--- src/hdl/chd_pkg.sv ---
// chd_pkg: shared types, constants and the arctangent table for the compass
// heading block. No dependencies.
package chd_pkg;

    localparam int CORDIC_STEPS    = 16;
    localparam int ANGLE_FRAC_BITS = 12;

    localparam int ATAN_ENTRIES = 24;
    localparam int CORD_ITERS   = (CORDIC_STEPS < ATAN_ENTRIES) ? CORDIC_STEPS : ATAN_ENTRIES;
    localparam int DIV_STEPS    = 30;
    localparam int CNT_W        = 5;

    // datapath widths
    localparam int SMP_W  = 16;
    localparam int DEC_W  = 15;
    localparam int RNG_W  = 17;
    localparam int CTR_W  = 18;
    localparam int REM_W  = 18;
    localparam int QUO_W  = 30;
    localparam int NRM_W  = 31;
    localparam int CRD_W  = 34;
    localparam int HDG_W  = 16;
    localparam int SUM_W  = 18;

    localparam int ANG_SHIFT = 30 - ANGLE_FRAC_BITS;

    localparam logic signed [CRD_W-1:0] Q30_HALF_PI = 34'sd1686629713;
    localparam longint Q30_TWO_PI = 64'sd6746518852;
    localparam longint TWO_PI_Q =
        (Q30_TWO_PI + (64'sd1 <<< (ANG_SHIFT - 1))) >>> ANG_SHIFT;
    localparam logic signed [SUM_W-1:0] TWO_PI_ANG = SUM_W'(TWO_PI_Q);
    localparam logic signed [CRD_W-1:0] ANG_HALF = CRD_W'(64'sd1 <<< (ANG_SHIFT - 1));

    typedef struct packed {
        logic                    func;
        logic signed [SMP_W-1:0] x_raw;
        logic signed [SMP_W-1:0] y_raw;
    } t_in_item;

    typedef struct packed {
        logic signed [HDG_W-1:0] heading;
        logic                    calibrated;
    } t_out_item;

    typedef struct packed {
        logic             capture;
        logic             clear;
        logic             track;
        logic             div_init;
        logic             div_sel_y;
        logic             div_step;
        logic             div_store;
        logic             rot;
        logic             cord_step;
        logic [CNT_W-1:0] step_idx;
        logic             res_zero;
        logic             finish;
        logic             emit;
    } t_cmd;

    typedef struct packed {
        logic zero_range;
    } t_stat;

    function automatic logic signed [CRD_W-1:0] atan_q30(input logic [CNT_W-1:0] idx);
        logic signed [CRD_W-1:0] v;
        case (idx)
            5'd0:    v = 34'sh3243F6A8;
            5'd1:    v = 34'sh1DAC6705;
            5'd2:    v = 34'sh0FADBAFC;
            5'd3:    v = 34'sh07F56EA6;
            5'd4:    v = 34'sh03FEAB76;
            5'd5:    v = 34'sh01FFD55B;
            5'd6:    v = 34'sh00FFFAAA;
            5'd7:    v = 34'sh007FFF55;
            5'd8:    v = 34'sh003FFFEA;
            5'd9:    v = 34'sh001FFFFD;
            5'd10:   v = 34'sh000FFFFF;
            5'd11:   v = 34'sh0007FFFF;
            5'd12:   v = 34'sh0003FFFF;
            5'd13:   v = 34'sh0001FFFF;
            5'd14:   v = 34'sh0000FFFF;
            5'd15:   v = 34'sh00007FFF;
            5'd16:   v = 34'sh00003FFF;
            5'd17:   v = 34'sh00001FFF;
            5'd18:   v = 34'sh00000FFF;
            5'd19:   v = 34'sh000007FF;
            5'd20:   v = 34'sh000003FF;
            5'd21:   v = 34'sh000001FF;
            5'd22:   v = 34'sh000000FF;
            5'd23:   v = 34'sh0000007F;
            default: v = '0;
        endcase
        return v;
    endfunction

endpackage

--- src/hdl/chd_ctrl.sv ---
// chd_ctrl: sequencer for the compass heading block; steps the datapath
// through tracking, two divisions, cordic and output. Uses chd_pkg.
module chd_ctrl (
    input  logic         i_clk,
    input  logic         i_rst_n,
    input  logic         i_in_valid,
    input  logic         i_in_func,
    output logic         o_in_stall,
    output logic         o_out_valid,
    input  logic         i_out_stall,
    input  chd_pkg::t_stat i_stat,
    output chd_pkg::t_cmd  o_cmd
);
    import chd_pkg::*;

    typedef enum logic [2:0] {
        S_IDLE, S_TRACK, S_CHECK, S_DIVX, S_DIVY, S_ROT, S_CORD, S_EMIT
    } t_state;

    t_state           r_state, n_state;
    logic [CNT_W-1:0] r_cnt, n_cnt;
    logic             r_out_valid, n_out_valid;
    logic             w_accept, w_slot_free;

    assign w_accept    = i_in_valid && (r_state == S_IDLE);
    assign w_slot_free = !r_out_valid || !i_out_stall;
    assign o_in_stall  = (r_state != S_IDLE);
    assign o_out_valid = r_out_valid;

    always_comb begin
        o_cmd          = '0;
        o_cmd.step_idx = r_cnt;
        n_state        = r_state;
        n_cnt          = r_cnt;
        n_out_valid    = r_out_valid && i_out_stall;
        unique case (r_state)
            S_IDLE: begin
                if (w_accept) begin
                    o_cmd.capture = 1'b1;
                    if (i_in_func) begin
                        o_cmd.clear    = 1'b1;
                        o_cmd.res_zero = 1'b1;
                        n_state        = S_EMIT;
                    end else begin
                        n_state = S_TRACK;
                    end
                end
            end
            S_TRACK: begin
                o_cmd.track = 1'b1;
                n_state     = S_CHECK;
            end
            S_CHECK: begin
                o_cmd.div_init = 1'b1;
                n_cnt          = '0;
                if (i_stat.zero_range) begin
                    o_cmd.res_zero = 1'b1;
                    n_state        = S_EMIT;
                end else begin
                    n_state = S_DIVX;
                end
            end
            S_DIVX: begin
                o_cmd.div_step = 1'b1;
                n_cnt          = r_cnt + 1'b1;
                if (r_cnt == CNT_W'(DIV_STEPS - 1)) begin
                    n_state = S_DIVY;
                    n_cnt   = '0;
                end
            end
            S_DIVY: begin
                // first cycle stores x and loads the y division
                o_cmd.div_sel_y = 1'b1;
                o_cmd.div_step  = 1'b1;
                n_cnt           = r_cnt + 1'b1;
                if (r_cnt == CNT_W'(DIV_STEPS + 1)) begin
                    o_cmd.div_step = 1'b0;
                    o_cmd.div_store = 1'b1;
                    n_state = S_ROT;
                    n_cnt   = '0;
                end else if (r_cnt == '0) begin
                    o_cmd.div_step  = 1'b0;
                    o_cmd.div_store = 1'b1;
                    o_cmd.div_init  = 1'b1;
                end
            end
            S_ROT: begin
                o_cmd.rot = 1'b1;
                n_cnt     = '0;
                n_state   = S_CORD;
            end
            S_CORD: begin
                o_cmd.cord_step = 1'b1;
                n_cnt           = r_cnt + 1'b1;
                if (r_cnt == CNT_W'(CORD_ITERS - 1)) begin
                    n_state = S_EMIT;
                    n_cnt   = '0;
                end
            end
            S_EMIT: begin
                // first cycle after the cordic forms the heading
                if (w_slot_free) begin
                    o_cmd.emit  = 1'b1;
                    n_out_valid = 1'b1;
                    n_state     = S_IDLE;
                end
            end
            default: n_state = S_IDLE;
        endcase
    end

    always_ff @(posedge i_clk) begin
        if (!i_rst_n) begin
            r_state     <= S_IDLE;
            r_cnt       <= '0;
            r_out_valid <= 1'b0;
        end else begin
            r_state     <= n_state;
            r_cnt       <= n_cnt;
            r_out_valid <= n_out_valid;
        end
    end

endmodule

--- src/hdl/chd_dpath.sv ---
// chd_dpath: calibration extremes, shared restoring divider, iterative
// cordic and output register. Uses chd_pkg; driven by chd_ctrl.
module chd_dpath (
    input  logic                 i_clk,
    input  logic                 i_rst_n,
    input  chd_pkg::t_in_item    i_in_item,
    input  logic                 i_cfg_we,
    input  logic [14:0]          i_cfg_data,
    input  chd_pkg::t_cmd        i_cmd,
    output chd_pkg::t_stat       o_stat,
    output chd_pkg::t_out_item   o_out_item
);
    import chd_pkg::*;

    logic signed [SMP_W-1:0] r_x, r_y;
    logic signed [SMP_W-1:0] r_x_lo, r_x_hi, r_y_lo, r_y_hi;
    logic signed [DEC_W-1:0] r_decl;
    logic [REM_W-1:0]        r_rem;
    logic [RNG_W-1:0]        r_div_rng;
    logic [QUO_W-1:0]        r_quo;
    logic                    r_neg;
    logic signed [NRM_W-1:0] r_nx, r_ny;
    logic signed [CRD_W-1:0] r_cx, r_cy, r_cz;
    logic                    r_zero_vec;
    logic signed [HDG_W-1:0] r_res_h;
    logic                    r_res_cal;
    logic                    r_pend;
    t_out_item               r_out;

    logic [RNG_W-1:0]        w_xr, w_yr, w_rng;
    logic signed [CTR_W-1:0] w_cx, w_cy, w_c;
    logic [RNG_W-1:0]        w_cmag;
    logic signed [REM_W:0]   w_trial;
    logic                    w_bit;
    logic [REM_W-1:0]        w_keep;
    logic signed [NRM_W-1:0] w_n;
    logic signed [CRD_W-1:0] w_nx, w_ny, w_ysh, w_xsh, w_at, w_z;
    logic signed [CRD_W:0]   w_zr;
    logic signed [SUM_W-1:0] w_ang, w_h, w_hw;
    logic signed [HDG_W-1:0] w_hs;

    assign w_xr = RNG_W'(RNG_W'(r_x_hi) - RNG_W'(r_x_lo));
    assign w_yr = RNG_W'(RNG_W'(r_y_hi) - RNG_W'(r_y_lo));
    assign o_stat.zero_range = (w_xr == '0) || (w_yr == '0);

    // centre by doubling: c = 2v - (hi + lo), |c| <= range
    assign w_cx = (CTR_W'(r_x) <<< 1) - (CTR_W'(r_x_hi) + CTR_W'(r_x_lo));
    assign w_cy = (CTR_W'(r_y) <<< 1) - (CTR_W'(r_y_hi) + CTR_W'(r_y_lo));
    assign w_c    = i_cmd.div_sel_y ? w_cy : w_cx;
    assign w_rng  = i_cmd.div_sel_y ? w_yr : w_xr;
    assign w_cmag = w_c[CTR_W-1] ? RNG_W'(-w_c) : RNG_W'(w_c);

    assign w_trial = $signed({1'b0, r_rem}) - $signed({2'b00, r_div_rng});
    assign w_bit   = !w_trial[REM_W];
    assign w_keep  = w_bit ? w_trial[REM_W-1:0] : r_rem;
    assign w_n     = r_neg ? -$signed({1'b0, r_quo}) : $signed({1'b0, r_quo});

    assign w_nx  = CRD_W'(r_nx);
    assign w_ny  = CRD_W'(r_ny);
    assign w_ysh = r_cy >>> i_cmd.step_idx;
    assign w_xsh = r_cx >>> i_cmd.step_idx;
    assign w_at  = atan_q30(i_cmd.step_idx);

    // round the q30 angle to the output format, then add declination, wrap and saturate
    assign w_z   = r_zero_vec ? '0 : r_cz;
    assign w_zr  = (CRD_W+1)'(w_z) + (CRD_W+1)'(ANG_HALF);
    assign w_ang = SUM_W'(w_zr >>> ANG_SHIFT);
    assign w_h   = w_ang + SUM_W'(r_decl);
    always_comb begin
        if (w_h < -TWO_PI_ANG)
            w_hw = w_h + TWO_PI_ANG;
        else if (w_h > TWO_PI_ANG)
            w_hw = w_h - TWO_PI_ANG;
        else
            w_hw = w_h;
        if (w_hw > SUM_W'(32767))
            w_hs = 16'sh7FFF;
        else if (w_hw < -SUM_W'(32768))
            w_hs = 16'sh8000;
        else
            w_hs = w_hw[HDG_W-1:0];
    end

    always_ff @(posedge i_clk) begin
        if (!i_rst_n) begin
            r_x_lo <= '0;
            r_x_hi <= '0;
            r_y_lo <= '0;
            r_y_hi <= '0;
            r_decl <= '0;
            r_pend <= 1'b0;
        end else begin
            if (i_cfg_we)
                r_decl <= i_cfg_data;
            if (i_cmd.clear) begin
                r_x_lo <= '0;
                r_x_hi <= '0;
                r_y_lo <= '0;
                r_y_hi <= '0;
            end else if (i_cmd.track) begin
                if (r_x < r_x_lo)
                    r_x_lo <= r_x;
                else if (r_x > r_x_hi)
                    r_x_hi <= r_x;
                if (r_y < r_y_lo)
                    r_y_lo <= r_y;
                else if (r_y > r_y_hi)
                    r_y_hi <= r_y;
            end
            // heading is formed the cycle after the last cordic step
            r_pend <= i_cmd.cord_step && (i_cmd.step_idx == CNT_W'(CORD_ITERS - 1));
        end
    end

    always_ff @(posedge i_clk) begin
        if (i_cmd.capture) begin
            r_x <= i_in_item.x_raw;
            r_y <= i_in_item.y_raw;
        end
        if (i_cmd.div_store) begin
            if (i_cmd.div_sel_y && !i_cmd.div_init)
                r_ny <= w_n;
            else
                r_nx <= w_n;
        end
        if (i_cmd.div_init) begin
            r_rem     <= REM_W'(w_cmag);
            r_div_rng <= w_rng;
            r_quo     <= '0;
            r_neg     <= w_c[CTR_W-1];
        end else if (i_cmd.div_step) begin
            r_rem <= {w_keep[REM_W-2:0], 1'b0};
            r_quo <= {r_quo[QUO_W-2:0], w_bit};
        end
        if (i_cmd.rot) begin
            r_zero_vec <= (r_nx == '0) && (r_ny == '0);
            if (r_nx < 0) begin
                if (r_ny >= 0) begin
                    r_cx <= w_ny;
                    r_cy <= -w_nx;
                    r_cz <= Q30_HALF_PI;
                end else begin
                    r_cx <= -w_ny;
                    r_cy <= w_nx;
                    r_cz <= -Q30_HALF_PI;
                end
            end else begin
                r_cx <= w_nx;
                r_cy <= w_ny;
                r_cz <= '0;
            end
        end else if (i_cmd.cord_step) begin
            if (r_cy >= 0) begin
                r_cx <= r_cx + w_ysh;
                r_cy <= r_cy - w_xsh;
                r_cz <= r_cz + w_at;
            end else begin
                r_cx <= r_cx - w_ysh;
                r_cy <= r_cy + w_xsh;
                r_cz <= r_cz - w_at;
            end
        end
        if (i_cmd.res_zero) begin
            r_res_h   <= '0;
            r_res_cal <= 1'b0;
        end else if (r_pend) begin
            r_res_h   <= w_hs;
            r_res_cal <= 1'b1;
        end
        // a heading taken in its first cycle bypasses the result register
        if (i_cmd.emit) begin
            if (r_pend) begin
                r_out.heading    <= w_hs;
                r_out.calibrated <= 1'b1;
            end else begin
                r_out.heading    <= r_res_h;
                r_out.calibrated <= r_res_cal;
            end
        end
    end

    assign o_out_item = r_out;

endmodule

--- src/hdl/compass_heading_autocal.sv ---
// compass_heading_autocal: magnetometer heading with self-learning min/max
// hard-iron calibration. Top level; uses chd_pkg, chd_ctrl and chd_dpath.
//
// Input channel (i_in_valid / o_in_stall) carries one item: func, x_raw,
// y_raw. func = 1 clears the four calibration extremes and returns heading
// 0, calibrated 0. func = 0 updates the extremes; while either axis range
// is zero the result is heading 0, calibrated 0, else it is atan2 of the
// centred, range-normalised sample plus declination, in Q4.12 radians.
// Output channel (o_out_valid / i_out_stall) gives exactly one result item
// per input item, held in an output register until taken; a stalled result
// does not block acceptance of the next item.
// A clear goes straight to output; a zero-range sample passes track and check;
// a full heading passes track, check, two 30-step restoring divisions on one
// divider, rotate, a 16-step cordic and output. One item at a time; the next
// is taken once the block is back in idle. Declination is written on the
// config channel (i_cfg_valid / o_cfg_ready, always ready); the user must
// write it only while the block is idle, which the block does not enforce.
// Synchronous active-low reset clears extremes and declination, empties output.
module compass_heading_autocal (
    input  logic                i_clk,
    input  logic                i_rst_n,
    input  logic                i_in_valid,
    output logic                o_in_stall,
    input  chd_pkg::t_in_item   i_in_item,
    output logic                o_out_valid,
    input  logic                i_out_stall,
    output chd_pkg::t_out_item  o_out_item,
    input  logic                i_cfg_valid,
    output logic                o_cfg_ready,
    input  logic [14:0]         i_cfg_data
);
    import chd_pkg::*;

    t_cmd  w_cmd;
    t_stat w_stat;

    assign o_cfg_ready = 1'b1;

    chd_ctrl u_ctrl (
        .i_clk       (i_clk),
        .i_rst_n     (i_rst_n),
        .i_in_valid  (i_in_valid),
        .i_in_func   (i_in_item.func),
        .o_in_stall  (o_in_stall),
        .o_out_valid (o_out_valid),
        .i_out_stall (i_out_stall),
        .i_stat      (w_stat),
        .o_cmd       (w_cmd)
    );

    chd_dpath u_dpath (
        .i_clk      (i_clk),
        .i_rst_n    (i_rst_n),
        .i_in_item  (i_in_item),
        .i_cfg_we   (i_cfg_valid),
        .i_cfg_data (i_cfg_data),
        .i_cmd      (w_cmd),
        .o_stat     (w_stat),
        .o_out_item (o_out_item)
    );

endmodule

--- config.mk ---
export PLATFORM = sky130hd
export DESIGN_NAME = compass_heading_autocal
export DESIGN_NICKNAME = d
export VERILOG_FILES = /design/src/hdl/chd_pkg.sv /design/src/hdl/chd_ctrl.sv /design/src/hdl/chd_dpath.sv /design/src/hdl/compass_heading_autocal.sv
export SDC_FILE = /design/constraint.sdc
export NUM_CORES = 2
export LEC_CHECK = 0
export ABC_AREA = 1
export BUFFER_PORTS_ARGS = -buffer_cell sky130_fd_sc_hd__buf_2
export CORE_ASPECT_RATIO = 1.4
export CORE_MARGIN = 2
export CORE_UTILIZATION = 50
export CTS_BUF_LIST = sky130_fd_sc_hd__clkbuf_16
export CTS_CLUSTER_DIAMETER = 50
export DETAILED_ROUTE_END_ITERATION = 16
export GPL_TIMING_DRIVEN = 1
export MAX_ROUTING_LAYER = met4
export PLACE_DENSITY = 0.68
export SLEW_MARGIN = 10
export SYNTH_ARGS = -nofsm -noshare
export SYNTH_HDL_FRONTEND = slang
export SYNTH_HIERARCHICAL = 1
export SYNTH_SLANG_ARGS = --single-unit
--- constraint.sdc ---
create_clock -name i_clk -period 5.3 [get_ports i_clk]
set_input_delay 0 -clock i_clk [delete_from_list [all_inputs] [get_ports i_clk]]
set_output_delay 0 -clock i_clk [all_outputs]
set_load 0.03 [all_outputs]
==> out/metrics.csv <==
stage,metric,value,unit
outcome,status,"complete, no violations",
floorplan,Die Area,0.0772,mm2
routing,Total Wirelength,125000,um
setup_path,Critical R2R Launch,u_dpath/r_cy[28],
hold_path,hold endpoint,u_dpath/r_y[15],
hold_path,Tightest Hold Check Type,input pin to flip-flop,
setup_path,r2r endpoint,u_dpath/r_cx[31],
floorplan,initial core utilization,50.6,%
grt,GRT Total Usage,32.4,%
setup_path,CP bufs+invs,2,
hold_path,hold path start,i_in_item[15],
sta,post-layout min period,5.08,ns
final_layout,Post-Layout Cell Count,6703,
floorplan,Rows,118,
setup_path,CP max FO,5,
sta,Worst Hold Margin,0.0577,ns
grt,initial antenna violation count,1,
place,hpwl dp,99500,um
clock_tree,Clock Latency Late Sink,0.65,ns
sta,max frequency,197,MHz
setup_path,"reg-to-reg slack, setup",0.22,ns
final_layout,fillers,7325,
setup_path,Worst EP required,5.68,ns
sta,unrepaired setup endpoints after global routing,yes,
clock_tree,clock sinks,386,
logic_synthesis,Mapped Area,0.0375,mm2
logic_synthesis,Synth Net Count,5902,
routing,post-DR wirelength/cell,18.6,um
routing,DRT Pass-1 Iters,6,
setup_path,crit path DAT,5.46,ns
grt,largest net degree at the start of global routing,78,
sta,final setup vio count,0,
sta,headroom to the max-slew limit,24.0,%
final_layout,Area Growth Syn to Fin,13.3,%
setup_path,Crit path max-delay family,simple AND/OR/NAND/NOR gates,
floorplan,IO Pins,73,
grt,total gr overflow,0,
place,GPL Wtd Cong,1.01,
setup_path,"Top cell by count, worst path",nand2_1,
grt,vias in the first global route,36523,
routing,DRC,0,
setup_path,Worst R2R Path Depth,25,
setup_path,max incr delay on CP,0.52,ns
setup_path,CP Launch Type,flip-flop,
floorplan,core area,0.0741,mm2
logic_synthesis,synth warn,6,
routing,Iteration-0 DRC Markers,2583,
routing,routed vias,37536,
grt,first-pass GRT wire length,193000,um
routing,Antenna Nets Post-Route,0,
clock_tree,"CTS clk-pin slew, worst paths",0.07,ns
sta,Worst Tran Pin Value,1.14,ns
final_layout,NumNets Final,6109,
place,I/O Buffers,71,
place,placed cell count,6527,
clock_tree,CTS buffer count,53,
final_layout,share of cells above drive strength 1,8.68,%
hold_path,hold depth,2,
floorplan,Die H,328,um
sta,Final Cycle Share,95.9,%
clock_tree,clock root buffer,clkbuf_16,
sta,"Hold Vio Cnt, Final",0,
clock_tree,CTS tree,yes,
sta,max-slew violations,0,
setup_path,Setup Crit Path Kind,flip-flop to flip-flop,
job,Max-Cap Viols,0,
clock_tree,htree depth,2,
floorplan,die width,235,um
routing,routed vias/inst,5.60,
clock_tree,CTS Buffer Depth,3,
logic_synthesis,Post-Synthesis Cells,5489,
setup_path,Setup crit end kind,flip-flop,
setup_path,cell with the largest stage delay on the worst path,edfxtp_1,
sta,Worst Skew,0.0437,ns
setup_path,Stages on worst setup path,25,
logic_synthesis,syn_area_per_cell,6.83,um2
==> registers in the layout, summed over array words and instances, names as in the netlist, 5 cells and up <==
signal	flops
u_dpath/r_quo	30
u_dpath/r_rem	18
u_dpath/r_cz	34
u_ctrl/r_cnt	5
u_dpath/r_ny	31
u_dpath/r_div_rng	17
u_dpath/r_x	16
u_dpath/r_y_lo	16
u_dpath/r_decl	15
u_dpath/r_x_lo	16
u_dpath/r_cy	34
u_dpath/r_x_hi	16
u_dpath/r_cx	34
u_dpath/r_res_h	16
u_dpath/r_y	16
u_dpath/o_out_item	17
u_dpath/r_nx	31
u_dpath/r_y_hi	16
==> per-layer routing <==
layer | share of wire, % | up-vias | GRT usage, %
met1 | 38 | 17340 | 34.1
met2 | 51 | 1069 | 58.8
met5 | 0 | - | -
met3 | 4.4 | 361 | 2.85
li1 | - | 18766 | -
met4 | 7.1 | 0 | 20.2
==> area by class of cell <==
type	instances	area (um2)	share of cell area, %
Antenna cell	3	7.51	0.0177
Clock buffer	54	1350	3.18
Clock inverter	45	475	1.12
Inverter	706	2660	6.26
Multi-Input combinational cell	4222	24000	56.5
Sequential cell	386	10200	24.1
Tap cell	960	1200	2.83
Timing Repair Buffer	327	2560	6.03
==> stage by stage <==
stage | worst slack (ns) | cell area [um2] | TNS, ns | utilization, %
finish | 0.219 | 42500 | 0 | 57.3
global placement | 0.184 | 39800 | 0 | 53.6
floorplan | 0.312 | 37500 | 0 | -
global route | -0.0786 | 42500 | -0.486 | 57.3
detailed placement | 0.0905 | 39800 | 0 | 53.6
CTS | 0.105 | 42300 | 0 | 57.1
==> how the worst max path moves through the flow <==
| stage | from | end | slack, ns |
|---|---|---|---|
| after floorplan | u_ctrl/r_cnt[0] | u_dpath/r_nx[0] | 0.31 |
| after global placement | u_ctrl/r_cnt[2] | u_dpath/r_cx[31] | 0.18 |
| after detailed placement | u_dpath/r_zero_vec | u_dpath/o_out_item[13] | 0.09 |
| after CTS | u_dpath/r_zero_vec | u_dpath/o_out_item[2] | 0.11 |
| after global routing | u_ctrl/r_cnt[0] | u_dpath/r_cx[30] | -0.08 |
| final | u_dpath/r_cy[28] | u_dpath/r_cx[31] | 0.22 |
==> layout by cell type, fill, tap and decap left out, types with 14 or more instances in the layout <==
cell and n:
a21o_1 22, a21oi_1 404, a31oi_1 30, buf_2 71, buf_4 177, clkbuf_16 54, dfxtp_1 133, dlygate4sd3_1 71
edfxtp_1 249, fa_1 39, ha_1 319, inv_1 687, inv_2 17, mux2i_1 25, nand2_1 1374, nand2_2 27
nand3_1 217, nand4_1 71, nor2_1 488, nor2_2 17, nor3_1 66, nor4_1 18, o211ai_1 54, o21a_1 18
o21ai_0 483, o21ai_1 87, o21ai_2 15, o221ai_1 26, o22ai_1 43, o31ai_1 14, or2_2 15, xnor2_1 60
xor2_1 146
==> repair_timing <==
| action | in CTS | in global routing |
|---|---|---|
| hold buffers | 71 | 0 |
| hold endpoints to repair | 92 | 0 |
| setup buffers | 0 | 3 |
| resized for setup | 0 | 52 |
| setup endpoints to repair | 0 | 62 |
Power is not shown: default switching activity piles up to over one toggle a cycle in this logic, so the estimate is an artifact.
